==> src/rtl/frame_ring_drop_oldest_defines.svh <==
// Assertion helpers for the frame ring.
`ifndef FRAME_RING_DROP_OLDEST_DEFINES_SVH
`define FRAME_RING_DROP_OLDEST_DEFINES_SVH

`define FRD_ASSERT_IMPL(label, clk, rst_n, prop) \
  label: assert property (@(posedge clk) disable iff (!rst_n) prop) \
    else $error("%m failed");

`define FRD_ASSERT_NEVER(label, clk, rst_n, expr) \
  label: assert property (@(posedge clk) disable iff (!rst_n) !(expr)) \
    else $error("never condition hit");

`endif

==> src/rtl/frd_pkg.sv <==
package frd_pkg;

  localparam int RING_BYTES  = 2048;
  localparam int RING_FRAMES = 32;
  localparam int MAX_POP     = 64;

  localparam int BP_W = $clog2(RING_BYTES);
  localparam int BO_W = $clog2(RING_BYTES + 1);
  localparam int SP_W = $clog2(RING_FRAMES);
  localparam int FQ_W = $clog2(RING_FRAMES + 1);

  localparam logic [1:0] OP_START  = 2'd0;
  localparam logic [1:0] OP_DATA   = 2'd1;
  localparam logic [1:0] OP_POP    = 2'd2;
  localparam logic [1:0] OP_UNUSED = 2'd3;

  localparam logic [1:0] KIND_STATUS = 2'd0;
  localparam logic [1:0] KIND_BYTE   = 2'd1;
  localparam logic [1:0] KIND_EMPTY  = 2'd2;

  localparam logic [1:0] ST_STORED = 2'd0;
  localparam logic [1:0] ST_BADLEN = 2'd1;
  localparam logic [1:0] ST_BUSY   = 2'd2;

  typedef struct packed {
    logic [1:0]  op;
    logic [15:0] frame_len;
    logic [7:0]  in_byte;
    logic [6:0]  pop_limit;
  } frd_in_t;

  typedef struct packed {
    logic [1:0]  kind;
    logic [1:0]  push_status;
    logic [7:0]  out_byte;
    logic        last;
    logic [5:0]  frames_pending;
    logic [31:0] drop_count;
  } frd_out_t;

  // classified request handed from front to back
  typedef struct packed {
    logic [1:0]  op;
    logic [15:0] frame_len;
    logic [7:0]  in_byte;
    logic [6:0]  pop_limit;
  } frd_cmd_t;

endpackage

==> src/rtl/frd_queue.sv <==
module frd_queue import frd_pkg::*; (
  input  logic     clk,
  input  logic     rst_n,
  input  logic     push,
  input  frd_cmd_t din,
  output logic     full,
  input  logic     pop,
  output logic     empty,
  output frd_cmd_t dout
);
  frd_cmd_t mem_r [4];
  logic [1:0] wp_r, rp_r;
  logic [2:0] cnt_r;
  assign full  = cnt_r == 3'd4;
  assign empty = cnt_r == 3'd0;
  assign dout  = mem_r[rp_r];
  always_ff @(posedge clk) begin
    if (push) mem_r[wp_r] <= din;
    if (!rst_n) begin
      wp_r <= '0;
      rp_r <= '0;
      cnt_r <= '0;
    end else begin
      if (push) wp_r <= wp_r + 2'd1;
      if (pop) rp_r <= rp_r + 2'd1;
      cnt_r <= cnt_r + 3'(push) - 3'(pop);
    end
  end
endmodule

==> config.mk <==
export PLATFORM = sky130hd
export DESIGN_NAME = frd_queue
export DESIGN_NICKNAME = d
export VERILOG_FILES = /design/src/rtl/frame_ring_drop_oldest_defines.svh /design/src/rtl/frd_pkg.sv /design/src/rtl/frd_queue.sv
export SDC_FILE = /design/constraint.sdc
export NUM_CORES = 1
export LEC_CHECK = 0
export ABC_AREA = 1
export ABC_CLOCK_PERIOD_IN_PS = 4100
export BUFFER_PORTS_ARGS = -buffer_cell sky130_fd_sc_hd__buf_2
export CORE_UTILIZATION = 55
export DETAILED_ROUTE_END_ITERATION = 7
export PLACE_DENSITY_LB_ADDON = 0.15
export SYNTH_ARGS = -nofsm -noshare
export SYNTH_HDL_FRONTEND = slang
export SYNTH_SLANG_ARGS = --single-unit
==> constraint.sdc <==
create_clock -name clk -period 4.1 [get_ports clk]
set_input_delay 0.82 -clock clk [delete_from_list [all_inputs] [get_ports clk]]
set_output_delay 0.82 -clock clk [all_outputs]
set_load 0.05 [all_outputs]
==> key figures, run 1 <==
Power and ir drop
  – Leak Pwr: 2.732 nW
  – Net Sw Frac: 26.24%
  – Peak supply drop: 0.3029 mV
  – Tot Pwr: 3.642 mW
  – Int Power: 2.686 mW
  – Net Sw Power: 0.9558 mW
  – Share of total power in the clock network: 40.8%
  – PD cells: 529.8 mW/mm^2
  – Comb power frac: 12.9%
  – Part of the power in registers: 46.3%

Clock tree
  – CTS max path bufs: 2
  – Hold buffer count at CTS: 0
  – Root Buffer: clkbuf_8
  – H-Tree Depth: 4
  – CTS tree: yes
  – CTS Buf Count: 17
  – Skew-Pair Late Insertion Delay: 520 ps
  – Clk sinks: 141
  – Post-CTS Setup Bufs: 0
  – Reg clk slew, reported paths: 60 ps
  – Resized cells post-CTS: 0

STA
  – Fin crit period: 3163 ps
  – Part of the cycle the worst path needs: 77.14%
  – Max_slew headroom: 47.80%
  – Final setup viols: 0
  – Max Clk Rate: 316.2 MHz
  – Slew Limit Fails: 0
  – Final Hold Fails: 0
  – Setup TNS: 0 ps
  – Measured slew at the worst slew-check pin: 783.0 ps
  – RSZ-0062 raised after global routing: no
  – Final clock skew: 19.82 ps

Cells and area
  – Multi-input logic area: 0.001241 mm^2
  – Area Growth Syn to Fin: 17.09%
  – # diodes: 0
  – Non-Filler Instances: 665
  – Fill cells: 761
  – NumNets Final: 560
  – Register Area: 0.004149 mm^2
  – Share of post-route cells with drive strength above 1: 30.81%

Global routing
  – Pin count of the biggest net entering global routing: 68
  – Vias in the first global route: 3242
  – Total Routing Usage GR: 18.70%
  – Global route overflow: 0
  – First-pass GRT wire length: 15.34 mm
  – Initial antenna violation count: 1

Yosys
  – Ys flop type: edfxtp_1
  – Post-Synth Simple-Gate Area: 6.009%
  – Mux share of post-synthesis cell area: 0%
  – Synth Area per Inst: 13.31 um^2
  – Count leader, synth: edfxtp_1
  – Yosys warning count: 0
  – Mapped Area: 0.005872 mm^2
  – Share of the synthesized area in the top cell type: 67.50%
  – Area leader, netlist: edfxtp_1
  – Post-Synth XOR/XNOR Area: 0%
  – Largest family of logic cells by synthesized area: compound AO/OA/AOI/OAI gates
  – Syn Inst Count: 441
  – Post-synthesis adder-cell area fraction: 1.619%
  – Commonest cells post-synth: edfxtp_1 (132), inv_1 (82), nand2_1 (56)
  – Post-synthesis sequential area ratio: 70.57%
  – Post-synthesis cell type count: 19
  – Post-synth EDFFs: 132
  – Syn nets: 485
  – FF+latch count, synth: 141
  – Post-synth ARST share: 0%
  – Post-synthesis compound-gate area fraction: 13.51%
  – Synth top area cells: edfxtp_1 (68%), o211ai_2 (7.0%), inv_1 (5.2%)

Die
  – Chip width: 105.3 um
  – Starting Density: 56.88%
  – I/O pin count: 72
  – Total Die Area: 0.01109 mm^2
  – DIE HEIGHT: 105.3 um
  – Num rows: 37
  – Core ar.: 0.01032 mm^2

Setup path
  – Reg2reg start: wp_r[0]
  – Max incr delay on CP: 850 ps
  – CP max FO: 67
  – Kind of critical path: reg2out
  – Endpoint class of the critical path: primary output
  – Reg2reg end: mem_r[0][2]
  – Reg2Reg Depth: 5
  – WP data arrival: 2340 ps
  – Crit path cell chain: buf_12, a21oi_1, o21ai_0, nand2_1, buf_2
  – WP buf/inv: 2
  – Crit path required time: 3280 ps
  – Element type at the critical path start: register
  – Crit-path leading delay family: flip-flops
  – Crit-path slowest cell: dfxtp_4
  – R2R setup slack: 2260 ps

Placed design
  – Cells after DPL: 633
  – IO buf count: 71
  – GPL Wtd Cong: 0.7067
  – Post-DP HPWL: 5.595 mm

Routing
  – DRC: 0
  – DR WL/cell: 14.33 um
  – DRT Pass-1 Iters: 4
  – Final ANT Viol Nets: 0
  – DR iter-0 viols: 203
  – Via/cell ratio: 5.032
  – Routed WL: 9.528 mm
  – Vias: 3346

Job
  – Max-cap violations: 0

Hold path
  – Hold_sp: rp_r[0]
  – Min-Delay Path Depth: 1
  – Type of the tightest min-delay check: reg2reg

Status
  – Status: finished clean
-- power by group through the flow --
stage | combinational, mW | clock, mW | sequential (mW)
2_1_floorplan | 0.382 | 0 | 1.69
3_3_place_gp | 0.462 | 0 | 1.71
3_5_place_dp | 0.472 | 0 | 1.72
4_1_cts | 0.474 | 1.52 | 1.69
5_1_grt | 0.506 | 1.57 | 1.69
6_report | 0.469 | 1.49 | 1.69
-- state kept, by name, summed over array words and instances, names as in the netlist, named ones only --
register and count:
mem_r 132, wp_r 2, rp_r 2, cnt_r 3
-- layout make-up --
class	count	share of cell area, %
clock buffer	18	6.078
clock inverter	14	2.457
tap	136	2.475
inverter	82	4.477
multi-input combinational	196	18.05
timing repair buffer	78	6.115
sequential	141	60.35
-- worst max-delay path by stage --
stage             start  cells after the start  slack (ps)  endpoint
2_1_floorplan  cnt_r[1]                      1        1880      full
6_report       register                      5         940  dout[25]
3_3_place_gp   register                      5        1510  dout[31]
5_1_grt        register                      5         760  dout[29]
3_5_place_dp   register                      5        1490  dout[31]
4_1_cts        register                      5         920  dout[29]
-- cells in the final DEF, fill, tap and decap left out --
cell / count
dfxtp_4: 1
nor3_1: 1
inv_6: 2
nand3_1: 1
nand2_2: 20
clkbuf_8: 1
clkinv_4: 2
clkbuf_16: 16
buf_12: 1
dfxtp_2: 1
ha_1: 6
o21ai_1: 3
bufinv_16: 3
nor2_1: 2
clkbuf_1: 1
clkinv_2: 2
a21oi_1: 39
dfxtp_1: 7
o21ai_0: 34
fa_1: 1
o211ai_2: 33
buf_2: 71
inv_1: 82
nand2_1: 56
edfxtp_1: 132
buf_4: 6
clkinvlp_4: 4
clkinv_1: 1
-- cells by family (layout without fill, tap and decap cells) --
| logic type | Yosys count | count (layout) |
|---|---|---|
| flops | 141 | 141 |
| simple gates | 80 | 80 |
| buf+inv | 104 | 192 |
| compound gates | 109 | 109 |
| fa+ha+maj | 7 | 7 |
-- per-stage QoR --
stage	utilization [%]	hold WS, ps	instance area (um^2)	setup WS, ps
floorplan	-	435.6	5872	1883
global placement	60.91	449.0	6289	1515
detailed placement	60.91	460.8	6289	1487
CTS	66.60	477.1	6875	915.8
global route	66.60	495.0	6875	760.9
finish	66.60	484.8	6875	937.4
-- routing by layer --
layer / track usage [%] / part of all wire (%)
met5: 0 / 0.13
met2: 31.48 / 52
met4: 7.243 / 1.2
met3: 6.308 / 5.7
met1: 22.18 / 41
Power figures use the tool's default switching activity.
==> run 2, diff against run 1 <==
Settings changed: ABC_CLOCK_PERIOD_IN_PS 4100 to 3000.
Clock period 4.1 ns to 3 ns, I/O delays scaled along.
==> key figures, run 2 (synthesized netlist as in run 1, its figures left out) <==
Status
  – Status: finished clean

Cells and area
  – Fill cells: 768
  – NumNets Final: 562
  – # diodes: 0
  – Biggest regs: mem_r (132), cnt_r (3)
  – Largest Register: mem_r
  – Commonest non-fill, non-tap cell in the layout: edfxtp_1
  – Area Growth Syn to Fin: 16.83%
  – Design area: 0.006860 mm^2
  – Number of flip-flops in the largest register: 132
  – Share of post-route cells with drive strength above 1: 30.75%
  – Most frequent cells in the layout: edfxtp_1 (132), inv_1 (82), buf_2 (71), nand2_1 (56), a21oi_1 (39)

Routing
  – Via/cell ratio: 5.087
  – Routed WL: 9.920 mm
  – DRT Pass-1 Iters: 4
  – DR iter-0 viols: 192
  – Final ANT Viol Nets: 0
  – DRC: 0
  – DR WL/cell: 14.89 um
  – Vias: 3388

STA
  – Fin crit period: 2568 ps
  – Final setup viols: 0
  – Slew Limit Fails: 0
  – Measured slew at the worst slew-check pin: 663.0 ps
  – Max Clk Rate: 389.5 MHz
  – Final Hold Fails: 0
  – RSZ-0062 raised after global routing: no
  – Part of the cycle the worst path needs: 85.59%
  – Setup TNS: 0 ps
  – Final clock skew: 3.936 ps
  – Max_slew headroom: 55.75%

Global routing
  – Vias in the first global route: 3341
  – First-pass GRT wire length: 16.17 mm
  – Global route overflow: 0
  – Pin count of the biggest net entering global routing: 67
  – Initial antenna violation count: 0
  – Total Routing Usage GR: 19.75%

Hold path
  – Hold_sp: din[4]
  – Type of the tightest min-delay check: in2reg
  – Hold EP: mem_r[0][4]
  – Min-Delay Path Depth: 1

Clock tree
  – Root Buffer: clkbuf_8
  – Skew-Pair Late Insertion Delay: 520 ps
  – CTS tree: yes
  – Reg clk slew, reported paths: 60 ps
  – Hold buffer count at CTS: 0
  – CTS max path bufs: 2
  – CTS Buf Count: 17
  – H-Tree Depth: 4
  – Clk sinks: 141
  – Resized cells post-CTS: 0
  – Post-CTS Setup Bufs: 0

Die
  – Starting Density: 56.88%
  – Num rows: 37
  – I/O pin count: 72
  – DIE HEIGHT: 105.3 um
  – Total Die Area: 0.01109 mm^2
  – Core ar.: 0.01032 mm^2
  – Chip width: 105.3 um

Setup path
  – WP data arrival: 1970 ps
  – Reg2reg start: wp_r[1]
  – Reg2reg end: mem_r[1][12]
  – Crit path required time: 2400 ps
  – Element type at the critical path start: register
  – Kind of critical path: reg2out
  – R2R setup slack: 1260 ps
  – CP max FO: 28
  – Endpoint class of the critical path: primary output
  – Reg2Reg Depth: 5

Placed design
  – Area after DPL: 0.006341 mm^2
  – Post-DP HPWL: 6.064 mm
  – GPL Wtd Cong: 0.7663
  – IO buf count: 71

Power and ir drop
  – Leak Pwr: 2.724 nW
  – PD cells: 697.0 mW/mm^2
  – Peak supply drop: 0.4435 mV

Job
  – Max-cap violations: 0
==> run 2: cell count changes in the layout (fill, tap and decap cells not counted), sizes merged <==
cell	before	now
bufinv	3	1
clkinv	5	9
clkbuf	18	17
buf	78	80
inv	84	82
==> run 2: cell type report <==
cell class / instances / area, um^2 / area share (%)
Clock buffer: 17 / 414.1 / 6.037
Timing Repair Buffer: 80 / 473.0 / 6.894
Tap cell: 136 / 170.2 / 2.480
Clock inverter: 14 / 105.1 / 1.532
Sequential cell: 141 / 4149 / 60.48
Inverter: 82 / 307.8 / 4.487
Multi-Input combinational cell: 196 / 1241 / 18.09
==> run 2: power breakdown <==
part           total, mW  switching [mW]  internal (mW)
combinational      0.671           0.506          0.165
sequential          2.29          0.0377           2.25
clock               1.82           0.749           1.07
total               4.78            1.29           3.49
==> run 2: per-layer routing <==
metal  wire, um  track usage (%)
met3        433            6.617
met4        120            6.841
met2       5003            32.75
met5          0                0
met1       4362            24.26
==> run 2: worst max path at each step <==
stage	cells after the start	start	slack [ps]	end
2_1_floorplan	1	cnt_r[1]	1000	full
3_3_place_gp	5	register	1010	dout[3]
3_5_place_dp	5	register	980	dout[2]
4_1_cts	5	register	410	dout[11]
5_1_grt	5	register	240	dout[11]
6_report	5	register	430	dout[11]
==> run 2: stage by stage <==
step	hold slack [ps]	utilization (%)	power (mW)	setup slack, ps	instances
after CTS	269.2	66.45	4.830	414.5	666
final	287.1	66.45	4.781	432.4	666
after global routing	260.4	66.45	4.968	241.3	666
after floorplan	435.6	-	2.834	1003	441
after global placement	441.0	61.42	2.991	1012	635
after detailed placement	447.2	61.42	3.006	982.5	635
==> run 2: worst max-delay path, cell delays in order (launching register included) <==
cell     delay [ps]
dfxtp_4         570
buf_4           370
a21oi_1         110
o21ai_0          90
nand2_1          70
buf_2           210
